==> src/hw/rtl/tlv16_record_deframer_core_defines.svh <==
// ----------------------------------------------------------------------------
// TLV16 record deframer assertion macros
// Shared concurrent assertion wrappers, clocked on aclk, off during reset.
// ----------------------------------------------------------------------------
`ifndef TLV16_RECORD_DEFRAMER_CORE_DEFINES_SVH
`define TLV16_RECORD_DEFRAMER_CORE_DEFINES_SVH

// same-cycle implication
`define TLVDF_ASSERT_SAME(label, ante, cons, msg) \
    label: assert property (@(posedge aclk) disable iff (!aresetn) \
        (ante) |-> (cons)) else $error(msg);

// next-cycle implication
`define TLVDF_ASSERT_NEXT(label, ante, cons, msg) \
    label: assert property (@(posedge aclk) disable iff (!aresetn) \
        (ante) |=> (cons)) else $error(msg);

`endif

==> src/hw/rtl/tlvdf_pkg.sv <==
// ----------------------------------------------------------------------------
// TLV16 record deframer package
// Result word type, result kind codes and the push bundle between stages.
// ----------------------------------------------------------------------------
package tlvdf_pkg;

    localparam int QUEUE_DEPTH = 4;

    localparam logic [2:0] KIND_HEADER  = 3'd0;
    localparam logic [2:0] KIND_PAYLOAD = 3'd1;
    localparam logic [2:0] KIND_DONE    = 3'd2;
    localparam logic [2:0] KIND_TRUNC   = 3'd3;
    localparam logic [2:0] KIND_EMPTY   = 3'd4;

    typedef struct packed {
        logic [2:0]  kind;
        logic [7:0]  record_type;
        logic [15:0] record_length;
        logic [7:0]  payload_byte;
        logic        last_of_record;
        logic        last_of_run;
    } result_t;

    typedef struct packed {
        logic [1:0] count;
        result_t    first;
        result_t    second;
    } push_t;

endpackage

==> src/hw/rtl/tlv16_record_deframer_core.sv <==
// ----------------------------------------------------------------------------
// TLV16 record deframer core
// Splits a byte buffer into type / 16-bit LE length / payload records.
// ----------------------------------------------------------------------------
// One input byte is accepted per clock while s_ready is high. A byte yields one
// result word, or none for the type and low length bytes; a byte flagged
// end_of_buffer also yields a status word, so the final byte of a buffer can
// put two words out, which leave one at a time. Words wait in an output queue of QDEPTH
// entries; s_ready is high while at least two entries are free and low during
// reset. With a ready consumer the input runs at one byte per cycle without a
// stall: the queue absorbs the one extra word per buffer, which drains while
// the next bytes come in. A word is presented on m_valid the cycle after its
// byte is accepted when no older word waits ahead of it. Status words are
// done, truncated or empty list; discard the whole list on an error status.
module tlv16_record_deframer_core #(
    parameter int QDEPTH = tlvdf_pkg::QUEUE_DEPTH
) (
    input  logic        aclk,
    input  logic        aresetn,
    input  logic        s_valid,
    output logic        s_ready,
    input  logic [7:0]  s_data_byte,
    input  logic        s_end_of_buffer,
    output logic        m_valid,
    input  logic        m_ready,
    output logic [2:0]  m_kind,
    output logic [7:0]  m_record_type,
    output logic [15:0] m_record_length,
    output logic [7:0]  m_payload_byte,
    output logic        m_last_of_record,
    output logic        m_last_of_run
);
    import tlvdf_pkg::*;

    push_t   push;
    result_t out_word;
    logic    space_ok;
    logic    in_fire;

    assign s_ready = space_ok & aresetn;
    assign in_fire = s_valid & s_ready;

    tlvdf_parser u_parser (
        .aclk          (aclk),
        .aresetn       (aresetn),
        .in_fire       (in_fire),
        .data_byte     (s_data_byte),
        .end_of_buffer (s_end_of_buffer),
        .push          (push)
    );

    tlvdf_out_queue #(
        .QDEPTH (QDEPTH)
    ) u_out_queue (
        .aclk      (aclk),
        .aresetn   (aresetn),
        .push      (push),
        .space_ok  (space_ok),
        .out_valid (m_valid),
        .out_ready (m_ready),
        .out_word  (out_word)
    );

    assign m_kind           = out_word.kind;
    assign m_record_type    = out_word.record_type;
    assign m_record_length  = out_word.record_length;
    assign m_payload_byte   = out_word.payload_byte;
    assign m_last_of_record = out_word.last_of_record;
    assign m_last_of_run    = out_word.last_of_run;

endmodule

==> src/hw/rtl/tlvdf_parser.sv <==
// ----------------------------------------------------------------------------
// TLV16 record deframer parser
// Tracks record phase and counters; builds up to two result words per byte.
// ----------------------------------------------------------------------------
module tlvdf_parser (
    input  logic             aclk,
    input  logic             aresetn,
    input  logic             in_fire,
    input  logic [7:0]       data_byte,
    input  logic             end_of_buffer,
    output tlvdf_pkg::push_t push
);
    import tlvdf_pkg::*;

    `include "tlv16_record_deframer_core_defines.svh"

    localparam logic [1:0] PH_TYPE   = 2'd0;
    localparam logic [1:0] PH_LEN_LO = 2'd1;
    localparam logic [1:0] PH_LEN_HI = 2'd2;
    localparam logic [1:0] PH_DATA   = 2'd3;

    logic [1:0]  phase_reg,       phase_next;
    logic [7:0]  held_type_reg,   held_type_next;
    logic [15:0] held_length_reg, held_length_next;
    logic [15:0] bytes_left_reg,  bytes_left_next;
    logic        seen_reg,        seen_next;

    logic        complete;
    logic        has_item;
    logic [15:0] left_dec;
    logic [2:0]  item_kind;
    logic [7:0]  item_payload;
    logic [1:0]  phase_mid;
    logic        seen_mid;
    logic [2:0]  status_kind;
    result_t     item_word;
    result_t     status_word;

    always_comb begin
        held_type_next   = held_type_reg;
        held_length_next = held_length_reg;
        bytes_left_next  = bytes_left_reg;
        phase_mid        = phase_reg;
        complete         = 1'b0;
        has_item         = 1'b0;
        item_kind        = KIND_HEADER;
        item_payload     = 8'h00;
        left_dec         = (bytes_left_reg != 16'd0) ? bytes_left_reg - 16'd1
                                                     : bytes_left_reg;
        unique case (phase_reg)
            PH_TYPE: begin
                held_type_next = data_byte;
                phase_mid      = PH_LEN_LO;
            end
            PH_LEN_LO: begin
                held_length_next = {8'h00, data_byte};
                phase_mid        = PH_LEN_HI;
            end
            PH_LEN_HI: begin
                held_length_next = {data_byte, held_length_reg[7:0]};
                bytes_left_next  = held_length_next;
                complete         = (held_length_next == 16'd0);
                has_item         = 1'b1;
                phase_mid        = complete ? PH_TYPE : PH_DATA;
            end
            default: begin
                bytes_left_next = left_dec;
                complete        = (left_dec == 16'd0);
                has_item        = 1'b1;
                item_kind       = KIND_PAYLOAD;
                item_payload    = data_byte;
                if (complete) begin
                    phase_mid = PH_TYPE;
                end
            end
        endcase
        seen_mid = seen_reg | complete;

        priority if (phase_mid != PH_TYPE) begin
            status_kind = KIND_TRUNC;
        end else if (seen_mid) begin
            status_kind = KIND_DONE;
        end else begin
            status_kind = KIND_EMPTY;
        end

        phase_next = phase_mid;
        seen_next  = seen_mid;
        if (end_of_buffer) begin
            phase_next      = PH_TYPE;
            bytes_left_next = 16'd0;
            seen_next       = 1'b0;
        end

        item_word.kind           = item_kind;
        item_word.record_type    = held_type_next;
        item_word.record_length  = held_length_next;
        item_word.payload_byte   = item_payload;
        item_word.last_of_record = complete;
        item_word.last_of_run    = ~end_of_buffer;

        status_word.kind           = status_kind;
        status_word.record_type    = held_type_next;
        status_word.record_length  = held_length_next;
        status_word.payload_byte   = 8'h00;
        status_word.last_of_record = 1'b0;
        status_word.last_of_run    = 1'b1;

        push.first  = has_item ? item_word : status_word;
        push.second = status_word;
        if (!in_fire) begin
            push.count = 2'd0;
        end else begin
            push.count = {1'b0, has_item} + {1'b0, end_of_buffer};
        end
    end

    always_ff @(posedge aclk) begin
        if (!aresetn) begin
            phase_reg       <= PH_TYPE;
            held_type_reg   <= 8'h00;
            held_length_reg <= 16'h0000;
            bytes_left_reg  <= 16'h0000;
            seen_reg        <= 1'b0;
        end else if (in_fire) begin
            phase_reg       <= phase_next;
            held_type_reg   <= held_type_next;
            held_length_reg <= held_length_next;
            bytes_left_reg  <= bytes_left_next;
            seen_reg        <= seen_next;
        end
    end

    `TLVDF_ASSERT_SAME(a_data_has_bytes, phase_reg == PH_DATA, bytes_left_reg != 16'd0,
        "payload phase with no bytes left")
    `TLVDF_ASSERT_NEXT(a_end_resets, in_fire && end_of_buffer,
        phase_reg == PH_TYPE && bytes_left_reg == 16'd0 && !seen_reg,
        "state not cleared after end of buffer")
    `TLVDF_ASSERT_SAME(a_two_only_at_end, push.count == 2'd2, end_of_buffer && in_fire,
        "two words pushed without end of buffer")

endmodule

==> src/hw/rtl/tlvdf_out_queue.sv <==
// ----------------------------------------------------------------------------
// TLV16 record deframer output queue
// Takes up to two words per cycle, sends one per cycle while out_ready is set.
// ----------------------------------------------------------------------------
module tlvdf_out_queue #(
    parameter int QDEPTH = tlvdf_pkg::QUEUE_DEPTH
) (
    input  logic               aclk,
    input  logic               aresetn,
    input  tlvdf_pkg::push_t   push,
    output logic               space_ok,
    output logic               out_valid,
    input  logic               out_ready,
    output tlvdf_pkg::result_t out_word
);
    import tlvdf_pkg::*;

    `include "tlv16_record_deframer_core_defines.svh"

    localparam int PW = (QDEPTH > 1) ? $clog2(QDEPTH) : 1;
    localparam int CW = $clog2(QDEPTH + 1);
    localparam logic [PW-1:0] LAST_IDX = PW'(QDEPTH - 1);
    localparam logic [CW-1:0] FILL_LIMIT = CW'(QDEPTH - 2);

    result_t       mem [QDEPTH];
    logic [PW-1:0] wr_ptr_reg, wr_ptr_next;
    logic [PW-1:0] rd_ptr_reg, rd_ptr_next;
    logic [CW-1:0] count_reg,  count_next;
    logic [PW-1:0] wr_ptr_inc;
    logic          pop;

    function automatic logic [PW-1:0] wrap_inc(input logic [PW-1:0] p);
        return (p == LAST_IDX) ? '0 : p + PW'(1);
    endfunction

    assign pop        = out_valid & out_ready;
    assign out_valid  = (count_reg != '0);
    assign out_word   = mem[rd_ptr_reg];
    assign space_ok   = (count_reg <= FILL_LIMIT);
    assign wr_ptr_inc = wrap_inc(wr_ptr_reg);

    always_comb begin
        rd_ptr_next = pop ? wrap_inc(rd_ptr_reg) : rd_ptr_reg;
        unique case (push.count)
            2'd0:    wr_ptr_next = wr_ptr_reg;
            2'd1:    wr_ptr_next = wr_ptr_inc;
            default: wr_ptr_next = wrap_inc(wr_ptr_inc);
        endcase
        count_next = count_reg + CW'(push.count) - CW'(pop);
    end

    always_ff @(posedge aclk) begin
        if (push.count != 2'd0) begin
            mem[wr_ptr_reg] <= push.first;
        end
        if (push.count == 2'd2) begin
            mem[wr_ptr_inc] <= push.second;
        end
    end

    always_ff @(posedge aclk) begin
        if (!aresetn) begin
            wr_ptr_reg <= '0;
            rd_ptr_reg <= '0;
            count_reg  <= '0;
        end else begin
            wr_ptr_reg <= wr_ptr_next;
            rd_ptr_reg <= rd_ptr_next;
            count_reg  <= count_next;
        end
    end

    `TLVDF_ASSERT_SAME(a_no_overflow, 1'b1, count_reg <= CW'(QDEPTH),
        "queue count above depth")
    `TLVDF_ASSERT_NEXT(a_pair_counted, push.count == 2'd2 && !pop,
        count_reg == $past(count_reg) + CW'(2), "pair push not counted")
    `TLVDF_ASSERT_SAME(a_push_has_room, push.count != 2'd0, space_ok,
        "word pushed into a full queue")

endmodule

==> config.mk <==
export PLATFORM = sky130hd
export DESIGN_NAME = tlv16_record_deframer_core
export DESIGN_NICKNAME = d
export VERILOG_FILES = /design/src/hw/rtl/tlvdf_pkg.sv /design/src/hw/rtl/tlv16_record_deframer_core.sv /design/src/hw/rtl/tlvdf_parser.sv /design/src/hw/rtl/tlvdf_out_queue.sv
export VERILOG_INCLUDE_DIRS = /design/src /design/src/hw/rtl
export SDC_FILE = /design/constraint.sdc
export NUM_CORES = 1
export LEC_CHECK = 0
export ABC_AREA = 1
export BUFFER_PORTS_ARGS = -buffer_cell sky130_fd_sc_hd__buf_2
export CAP_MARGIN = 0
export CELL_PAD_IN_SITES_DETAIL_PLACEMENT = 0
export CELL_PAD_IN_SITES_GLOBAL_PLACEMENT = 1
export CORE_MARGIN = 8
export CORE_UTILIZATION = 43
export CTS_CLUSTER_SIZE = 24
export DETAILED_ROUTE_END_ITERATION = 7
export PLACE_DENSITY_LB_ADDON = 0.1
export SLEW_MARGIN = 5
export SYNTH_ARGS = -nofsm -noshare
export SYNTH_HDL_FRONTEND = slang
export SYNTH_HIERARCHICAL = 1
export SYNTH_SLANG_ARGS = --single-unit
export TNS_END_PERCENT = 10
==> constraint.sdc <==
create_clock -name aclk -period 3.81 [get_ports aclk]
set_clock_uncertainty 0.2 [all_clocks]
set_input_delay 0 -clock aclk [delete_from_list [all_inputs] [get_ports aclk]]
set_output_delay 0 -clock aclk [all_outputs]
set_load 0.1 [all_outputs]
==> run summary, run 1 <==
The flow ran to the end, and the final reports show no timing, DRC or antenna violations. The cell leakage power is just under 5 nW. Prior to clock tree synthesis, the placed netlist has a worst setup slack of ~400 ps. The maximum count of clock buffers along a single path is 2. The HPWL after detailed placement is 17,740 microns.

The die is around 180 microns wide. STA classifies the critical path endpoint as a flop. Yosys printed 6 warnings. Setup repair after global routing left no endpoint under its margin. The number of CTS-inserted buffers came out at 17. The port buffer count is about 50. The post-synthesis area per instance is between 8 and 9 sq um.

The number of cells on the critical path is 11. VDD sags by at most approximately 0.00048 V. The critical path ends at u_out_queue/mem[2][25]$_DFFE_PP_. The initial cell density of the core is 0.4385. The most critical setup path has its startpoint at u_parser/phase_reg[1]$_SDFFE_PN0P_. The number of nets still failing antenna checks after routing came out at 0. The count of unique library cells instantiated by Yosys came out at 36. In this run the most critical hold path is launched from aresetn.

The layout net count is approximately 1.4k. In the final routed layout, each cell accounts on average for between 15 and 20 microns. Entering global routing, the biggest net connects 76 pins. For this design the ratio of total power to cell area is between 600 and 700 mW/mm^2. Counting stages on the worst path, the most repeated cell is sky130_fd_sc_hd__inv_1. The completed layout was analyzed and its total power is ~0.008 W.

The count of endpoints failing hold in the final timing report came out at 0. The die boundary height is about 180 microns. The register bit count reported by yosys is 200. On the critical path, the stage with the largest delay is an instance of sky130_fd_sc_hd__dfxtp_1. Across every metal layer, demand over resource in global routing totals 0.1833. The first global-routing pass estimated around 44,000 microns of wire.

For this run the aggregate overflow at the end of global routing stands at 0. At the worst endpoint, the arrival time is roughly 3300 ps. The via density per instance is 5.105. The post-synthesis cell count is around 1.3k. Measured in cells, the most critical reg-to-reg path has a length of 11. The delay of the slowest cell on the worst path came out at between 400 and 500 ps. Pin placement for this block handled 52 I/O pins.

The final worst setup slack came out at around 380 ps. The maximum achievable frequency is slightly below 300 MHz. The number of flip-flops in the largest register is between 100 and 150. The netlist area before placement is 0.01104 sq mm. After clock tree synthesis, the clock-pin slew on the worst setup and hold paths is about 80 ps. The highest net fanout along the worst path came out at 37. The initial antenna violation count is 0. The number of max-slew violations in the final report came out at 0.

The clock root buffer master is sky130_fd_sc_hd__clkbuf_16. In this design, the largest share of critical-path delay is due to buffers and inverters. The relative area change from synthesis to final layout is 8.769%.

The worst-case headroom to the max-slew limit is 0.2815. The global placement routability congestion is a little over 0.8. The worst setup path is of the reg -> reg kind. In the finished design, the share of the clock period the worst path needs comes to 0.8991. For flop-to-flop paths, the worst setup slack is approximately 380 ps. The diode insertion count for antenna repair came out at 0. The standard-cell row count came out at 58. Setup violations remaining at the end of the flow were counted as 0. The startpoint identified for the worst register-to-register timing path is u_parser/phase_reg[1]$_SDFFE_PN0P_. The via count of the first global-routing pass is around 8.0k. STA classifies the critical path startpoint as a flop.

The TritonCTS sink count is 200. The later pin in the worst-skew pair is clocked with a latency of ~440 ps. The min-delay analysis places its worst path in the category in -> reg.

In this run the standard cell core region covers between 0.02 and 0.03 sq mm. Adding up every negative setup slack in the final design gives 0 ps. The floorplan die area came out at roughly 0.031 sq mm. In the final layout, the share of cells above drive strength 1 is 0.1155. The level count of the clock H-tree came out at 4. The destination of the worst register-to-register timing path is u_out_queue/mem[2][25]$_DFFE_PP_. The signal on the critical path passes through inv_1 > ha_1 > nor2_1 > clkinv_1 > ha_1 > nand2_1 > inv_1 > inv_1 > nand3_2 > nand2_2 > buf_12. The routed wire length is about 28,000 microns. The required arrival time at the worst endpoint came out at between 3000 and 4000 ps. The sequential cell area fraction in the yosys report is 0.4967. The first routing iteration left ~620 violations. The number of placed instances with taps included is ~1.6k.

The via count came out at about 8.6k. The first detailed-routing pass ran for 5 iterations. Counting both buffers and inverters, the worst setup path holds a total of 5.

The clock period minus worst slack is around 3400 ps. The max-cap violation count came out at 0. At the pin with the least slew margin, the transition time is roughly 1100 ps.

TritonCTS built the clock tree. The number of remaining DRC errors came out at 0. The finished layout holds ~1.7k standard cells, fillers aside.
==> worst register-to-register path: cells and delay by family (launching register included) <==
family                   cells  cell delay, ps
buffers and inverters        5             930
AND/OR/NAND/NOR              4             850
adder cells (fa/ha/maj)      2             620
flip-flops                   1             450
==> through the flow <==
step	area (sq um)	utilization	hold slack, ps
finish	12010	0.4770	210.7
global route	12010	0.4770	236.8
CTS	12010	0.4770	184.2
detailed placement	11300	0.4487	110.5
global placement	11300	0.4487	101.7
floorplan	11070	-	-106.5
==> cells in the final DEF, fill, tap and decap left out, drive strengths merged, types with 6 or more instances in the layout <==
master and instances:
edfxtp 148, clkinv 8, dlygate4sd3 12, clkbuf 17, nor3 9, a21oi 40, ha 19, nand4 6
nand2 308, dfxtp 52, nor2 135, o211ai 8, nand3 19, o22ai 45, conb 10, o21ai 279
inv 147, buf 73
==> area by class of cell <==
type / instances / area (sq um)
Timing Repair Buffer: 85 / 640.6
Fill cell: 2468 / 13170
Sequential cell: 200 / 5487
Multi-Input combinational cell: 894 / 4353
Tap cell: 330 / 412.9
Clock buffer: 17 / 425.4
Inverter: 140 / 525.5
Clock inverter: 15 / 167.7
==> worst min-delay path by stage <==
stage | to | cells after the start | slack [ps]
6_report | u_out_queue/count_reg[0]$_SDFF_PN0_ | 4 | 210
5_1_grt | u_out_queue/count_reg[1]$_SDFF_PN0_ | 4 | 240
4_1_cts | u_out_queue/count_reg[0]$_SDFF_PN0_ | 4 | 180
3_5_place_dp | u_out_queue/count_reg[0]$_SDFF_PN0_ | 3 | 110
3_3_place_gp | u_out_queue/count_reg[0]$_SDFF_PN0_ | 3 | 100
2_1_floorplan | u_out_queue/count_reg[0]$_SDFF_PN0_ | 2 | -110
==> metal layers <==
metal,GRT usage,wire (microns),vias up
met5,0,0,-
met4,0.04309,286,0
met3,0.03247,1282,17
met2,0.3042,13180,155
met1,0.2451,13520,3972
li1,-,-,4438
==> synth_stat cells (all sizes together) <==
| library cell | n | area [sq um] |
|---|---|---|
| nand2 | 308 | 1191 |
| o21ai | 279 | 1438 |
| edfxtp | 148 | 4444 |
| inv | 137 | 514.3 |
| nor2 | 135 | 566.8 |
| buf | 67 | 564.3 |
| dfxtp | 52 | 1041 |
| o22ai | 45 | 281.5 |
| clkbuf | 41 | 155.1 |
| a21oi | 40 | 200.2 |
| ha | 19 | 237.7 |
| nand3 | 19 | 115.1 |
| nor3 | 9 | 45.04 |
| o211ai | 8 | 60.06 |
| nand4 | 6 | 37.54 |
| xor2 | 5 | 43.79 |
| nand3b | 4 | 30.03 |
| clkinv | 3 | 11.26 |
| conb | 2 | 7.510 |
| or2 | 2 | 12.51 |
| a21boi | 1 | 7.510 |
| and2 | 1 | 6.260 |
| fa | 1 | 20.02 |
| nor4 | 1 | 6.260 |
| or3 | 1 | 6.260 |
==> power by group <==
group | internal (W) | switching [W] | total, W
Clock | 0.000892 | 0.000934 | 0.00183
Sequential | 0.00250 | 0.0000615 | 0.00257
Combinational | 0.000618 | 0.00290 | 0.00352
==> cells by family (layout without fill, tap and decap cells) <==
| logic type | Yosys count | after routing | share of synthesized area |
|---|---|---|---|
| DFF | 200 | 200 | 0.4967 |
| adders and majority gates | 20 | 20 | 0.02334 |
| and+or+nand+nor | 486 | 486 | 0.1826 |
| xor gates and xnor gates | 5 | 5 | 0.003965 |
| AOI/OAI and AO/OA | 373 | 373 | 0.1799 |
| other | 2 | 10 | 0.0006801 |
| buffers and inverters | 248 | 257 | 0.1127 |
==> what timing repair did <==
item | CTS | global route
hold endpoints to repair | 34 | 0
setup endpoints to repair | 0 | 0
setup buffers | 0 | 0
hold buffers | 12 | 0
gates resized for setup | 0 | 0
Power figures use the tool's default switching activity.
==> inputs of run 2 (changes only) <==
--- a/config.mk
+++ b/config.mk
@@ -6,15 +6,15 @@
 export SDC_FILE = /design/constraint.sdc
 export NUM_CORES = 1
 export LEC_CHECK = 0
-export ABC_AREA = 1
 export BUFFER_PORTS_ARGS = -buffer_cell sky130_fd_sc_hd__buf_2
 export CAP_MARGIN = 0
 export CELL_PAD_IN_SITES_DETAIL_PLACEMENT = 0
 export CELL_PAD_IN_SITES_GLOBAL_PLACEMENT = 1
 export CORE_MARGIN = 8
-export CORE_UTILIZATION = 43
+export CORE_UTILIZATION = 47
 export CTS_CLUSTER_SIZE = 24
 export DETAILED_ROUTE_END_ITERATION = 7
+export GPL_TIMING_DRIVEN = 0
 export PLACE_DENSITY_LB_ADDON = 0.1
 export SLEW_MARGIN = 5
 export SYNTH_ARGS = -nofsm -noshare
==> constraint.sdc (replaced) <==
create_clock -name aclk -period 3.1 [get_ports aclk]
set_clock_uncertainty 0.2 [all_clocks]
set_input_delay 0 -clock aclk [delete_from_list [all_inputs] [get_ports aclk]]
set_output_delay 0 -clock aclk [all_outputs]
set_load 0.1 [all_outputs]
==> run 2 against run 1 <==
  * The run now ends with setup timing left
  * Via count shrank 12%
  * Synthesized area increased by 6.1%
  * Die area shrank 2.7%
  * Highest routed layer unchanged
  * Register-to-register slack got worse by 470 ps
  * Final area is 16% higher
  * First-iteration DRC count is 17% lower
  * Sequential power rose by 22%
  * Clock power rose by 23%
==> run summary, run 2 <==
The sequential cell area fraction in the yosys report came to 0.4682 (was 0.4967). The part of the power in combinational logic is 0.366 (was 0.445). The worst slack at placement is -821.6 ps (was 399.6 ps). The commonest non-fill, non-tap cell in the layout was sky130_fd_sc_hd__edfxtp_1 (was sky130_fd_sc_hd__nand2_1). The netlist area before placement is 0.01171 sq mm (was 0.01104 sq mm). The fraction of registers with async set/reset is 0 (unchanged). The TritonCTS sink count is 200 (unchanged). The register bit count reported by yosys is 200 (unchanged).

The global router's overall resource usage came out at 0.1982 (was 0.1833). The global routing usage on met3 is 0.03245 (was 0.03247). The Yosys warning count is 6 (unchanged).

The maximum achievable frequency is 313.7 MHz (was 291.9 MHz). The standard-cell row count is 57 (was 58). Result of the run: finished, violations left (was completed). The main combinational cell family by area after synthesis is multiplexers (was simple AND/OR/NAND/NOR gates). The setup violation total in the final timing report is 12 (was 0). The number of flip-flops in the largest register was 148 (unchanged). The number of remaining DRC errors came out at 0 (unchanged).

The clock network latency to the later pin of the worst-skew pair came out at 440 ps (about the same). Post-synth top cells: 148 x sky130_fd_sc_hd__edfxtp_1, 120 x sky130_fd_sc_hd__mux2_4, 52 x sky130_fd_sc_hd__dfxtp_1, 46 x sky130_fd_sc_hd__nor2_1, 39 x sky130_fd_sc_hd__mux2_2 (was 298 x sky130_fd_sc_hd__nand2_1, 192 x sky130_fd_sc_hd__o21ai_0, 148 x sky130_fd_sc_hd__edfxtp_1, 132 x sky130_fd_sc_hd__inv_1, 121 x sky130_fd_sc_hd__nor2_1). The die boundary height came out at 173.9 microns (was 176.3 microns). The number of CTS-inserted buffers is 17 (unchanged). The most used routing layer in global routing was met2 (unchanged). The via count came to 7,564 (was 8,582). The relative area change from synthesis to final layout came out at 18.71% (was 8.769%).

The initial antenna violation count is 0 (unchanged). The via count of the first global-routing pass is 7,819 (was 8,020). The initial detailed-routing violation count is 515 (was 624). The classification of the worst setup path is reg -> reg (unchanged). The class of the most critical hold timing path is in -> reg (unchanged). The maximum VDD drop was 0.0005193 V (was 0.0004772 V). The fraction of the mapped netlist area in adder cells came to 0.02200 (was 0.02334). The highest net fanout along the worst path came to 5 (was 37). The met2 track demand over resource in global routing is 0.3366 (was 0.3042). The count of TritonRoute iterations in the first routing pass is 5 (unchanged).

The overflow left after global routing came out at 0 (unchanged). The number of flops mapped to enable cells by yosys came out at 148 (unchanged). The summed negative setup slack over all endpoints came out at -517.1 ps (was 0 ps). The cell internal power dissipation is 0.005190 W (was 0.004014 W).

The largest area contributor in the netlist is sky130_fd_sc_hd__edfxtp_1 (unchanged). The number of nets still failing antenna checks after routing came out at 0 (unchanged). The post-synthesis cell count is 862 (was 1,334). The final critical-path share of the clock period was 1.028 (was 0.8991).

The worst hold margin was 20.83 ps (was 210.7 ps). The post-synthesis area per instance came to 13.59 sq um (was 8.278 sq um). The kind of launch point of the worst setup path was a flop (unchanged). The part of the total power dissipated in the clock network came out at 0.265 (was 0.231). The maximum count of clock buffers along a single path came out at 2 (unchanged). The portion of synthesized cell area occupied by the leading cell type came out at 0.3794 (was 0.4024). The max-cap violation count is 0 (unchanged). The actual transition at the worst max-transition pin is 848.8 ps (was 1066 ps). The CTS tree is built (unchanged). The clock root buffer master was sky130_fd_sc_hd__clkbuf_16 (unchanged). The share of the synthesized area in compound gates (AO/OA/AOI/OAI) came to 0.07455 (was 0.1799). The share of cells above drive strength 1 is 0.4604 (was 0.1155). The horizontal die dimension came to 173.9 microns (was 176.3 microns). The first-pass GRT wire length is 46,130 microns (was 44,330 microns). The depth of the worst register-to-register path came out at 9 (was 11). The worst-case headroom to the max-slew limit is 0.4342 (was 0.2815). The I/O pin count came out at 52 (unchanged). The fraction of the mapped netlist area in simple logic gates came out at 0.09815 (was 0.1826). The port buffer count is 51 (unchanged).

The area share of xor/xnor cells in the synthesized design came out at 0.004486 (was 0.003966). The via density per instance came to 5.670 (was 5.105). The final worst setup slack came to -87.98 ps (was 384.6 ps).

The initial cell density of the core is 0.4803 (was 0.4385). The floorplan die area came out at 0.03023 sq mm (was 0.03107 sq mm). Setup repair after global routing missed its margin: true (was false).

The cell leakage power is 5.759 nW (was 4.826 nW). The switching power of the nets came out at 0.003332 W (was 0.003894 W). The number of max-slew violations in the final report is 0 (unchanged). The clock transition time at the flip-flop clock pins of the worst setup and hold paths is 80 ps (about the same). The global placement routability congestion came out at 0.8830 (was 0.8120). The diode insertion count for antenna repair came out at 0 (unchanged).

The detailed placement HPWL came out at 21,010 microns (was 17,740 microns). Most frequent cells in the layout: 148 x sky130_fd_sc_hd__edfxtp_1, 120 x sky130_fd_sc_hd__mux2_4, 81 x sky130_fd_sc_hd__buf_4 (was 294 x sky130_fd_sc_hd__nand2_1, 192 x sky130_fd_sc_hd__o21ai_0, 148 x sky130_fd_sc_hd__edfxtp_1). The power density over the cells came to 612.8 mW/mm^2 (was 658.3 mW/mm^2). The routed wire length is 29,960 microns (was 28,270 microns). The most instantiated flip-flop cell in the synthesis netlist is sky130_fd_sc_hd__edfxtp_1 (unchanged).

The global routing met1 resource utilization is 0.2565 (was 0.2451). The count of unique library cells instantiated by Yosys came to 68 (was 36). Top post-synthesis cells by area: sky130_fd_sc_hd__edfxtp_1 38%, sky130_fd_sc_hd__mux2_4 15%, sky130_fd_sc_hd__dfxtp_1 8.9% (was sky130_fd_sc_hd__edfxtp_1 40%, sky130_fd_sc_hd__nand2_1 10%, sky130_fd_sc_hd__dfxtp_1 9.4%).

The share of total power consumed by net switching is 0.3910 (was 0.4924). The most repeated cell in the gate-level netlist after synthesis is sky130_fd_sc_hd__edfxtp_1 (was sky130_fd_sc_hd__nand2_1). The cell count of the worst hold path was 5 (was 4). The kind of end point of the critical path is a flop (unchanged).

The largest net degree at the start of global routing came to 25 (was 76). The utilization after layout is 0.5702 (was 0.4770). The clock period minus worst slack is 3188 ps (was 3425 ps). The count of endpoints failing hold in the final timing report came to 0 (unchanged). The per-cell routed wire length is 22.46 microns (was 16.82 microns). The power share of the sequential group is 0.369 (was 0.324). The level count of the clock H-tree was 4 (unchanged). The final reports fail on setup timing. The share of synthesized area spent on multiplexers is 0.2633 (was 0). The layout net count is 1,030 (was 1,371).

The required arrival time at the worst endpoint is 3090 ps (was 3730 ps). The arrival time at the worst endpoint came out at 3170 ps (was 3340 ps). The area inside the core boundary is 0.02439 sq mm (was 0.02518 sq mm).
run 2: power by group through the flow:
stage                     registers (W)  logic (W)  clock network, W
after floorplan                 0.00318    0.00254                 0
after global placement          0.00320    0.00301                 0
after detailed placement        0.00320    0.00307                 0
after CTS                       0.00314    0.00313           0.00231
after global routing            0.00316    0.00329           0.00241
final                           0.00314    0.00312           0.00226
run 2: through the flow:
stage | instances | cell area [sq um] | power (W)
2_1_floorplan | 870 | 11810 | 0.005720
3_3_place_gp | 1245 | 12470 | 0.006201
3_5_place_dp | 1250 | 12590 | 0.006278
4_1_cts | 1319 | 13670 | 0.008588
5_1_grt | 1334 | 13910 | 0.008850
6_report | 1334 | 13910 | 0.008522
run 2: cell type report:
type,count,area (sq um)
plain buffers,78,665.6
clock buffers,18,429.2
clock inverters,14,175.2
fillers,2009,10480
inverters,32,123.9
multi-input cells,553,5737
flip-flops and latches,200,5517
well taps,324,405.4
repair buffers,114,849.6
repair inverters,1,5.005
run 2: worst max-delay path: stages, from the launching register on:
cell and delay (ps):
sky130_fd_sc_hd__dfxtp_4 370, sky130_fd_sc_hd__buf_6 130, sky130_fd_sc_hd__o31a_1 280, sky130_fd_sc_hd__or3_1 340
sky130_fd_sc_hd__a221oi_2 230, sky130_fd_sc_hd__nand2_1 110, sky130_fd_sc_hd__or4_4 540, sky130_fd_sc_hd__o21a_4 250
sky130_fd_sc_hd__a21o_1 210, sky130_fd_sc_hd__mux2_4 280
run 2: what timing repair did:
action,in CTS,in global routing
pin swaps,12,12
gates resized for setup,38,39
endpoints found under the hold margin,27,0
cloned,1,0
hold buffers,11,0
setup endpoints to repair,311,151
setup buffers,30,17
run 2: kinds of logic after synthesis:
logic type | Yosys count
AOI/OAI and AO/OA | 123
xor gates and xnor gates | 6
adders and majority gates | 20
buffers and inverters | 117
DFF | 200
muxes | 197
other | 2
and+or+nand+nor | 197
run 2: layer usage:
layer / vias to the layer above / share of wire
met1: 3871 / 0.45
met4: 0 / 0.020
li1: 3484 / -
met2: 173 / 0.49
met3: 36 / 0.039
met5: - / 0
run 2: final timing paths:
| kind | to | startpoint | slack (ps) |
|---|---|---|---|
| setup / recovery | u_out_queue/mem[1][35]$_DFFE_PP_ | u_parser/bytes_left_reg[1]$_SDFFE_PN0P_ | -90 |
| setup reg to reg | u_out_queue/mem[1][35]$_DFFE_PP_ | u_parser/bytes_left_reg[1]$_SDFFE_PN0P_ | -90 |
| hold / removal | u_parser/bytes_left_reg[1]$_SDFFE_PN0P_ | s_valid | 20 |
| hold reg to reg | u_parser/held_type_reg[6]$_SDFFE_PN0P_ | u_parser/held_type_reg[6]$_SDFFE_PN0P_ | 290 |
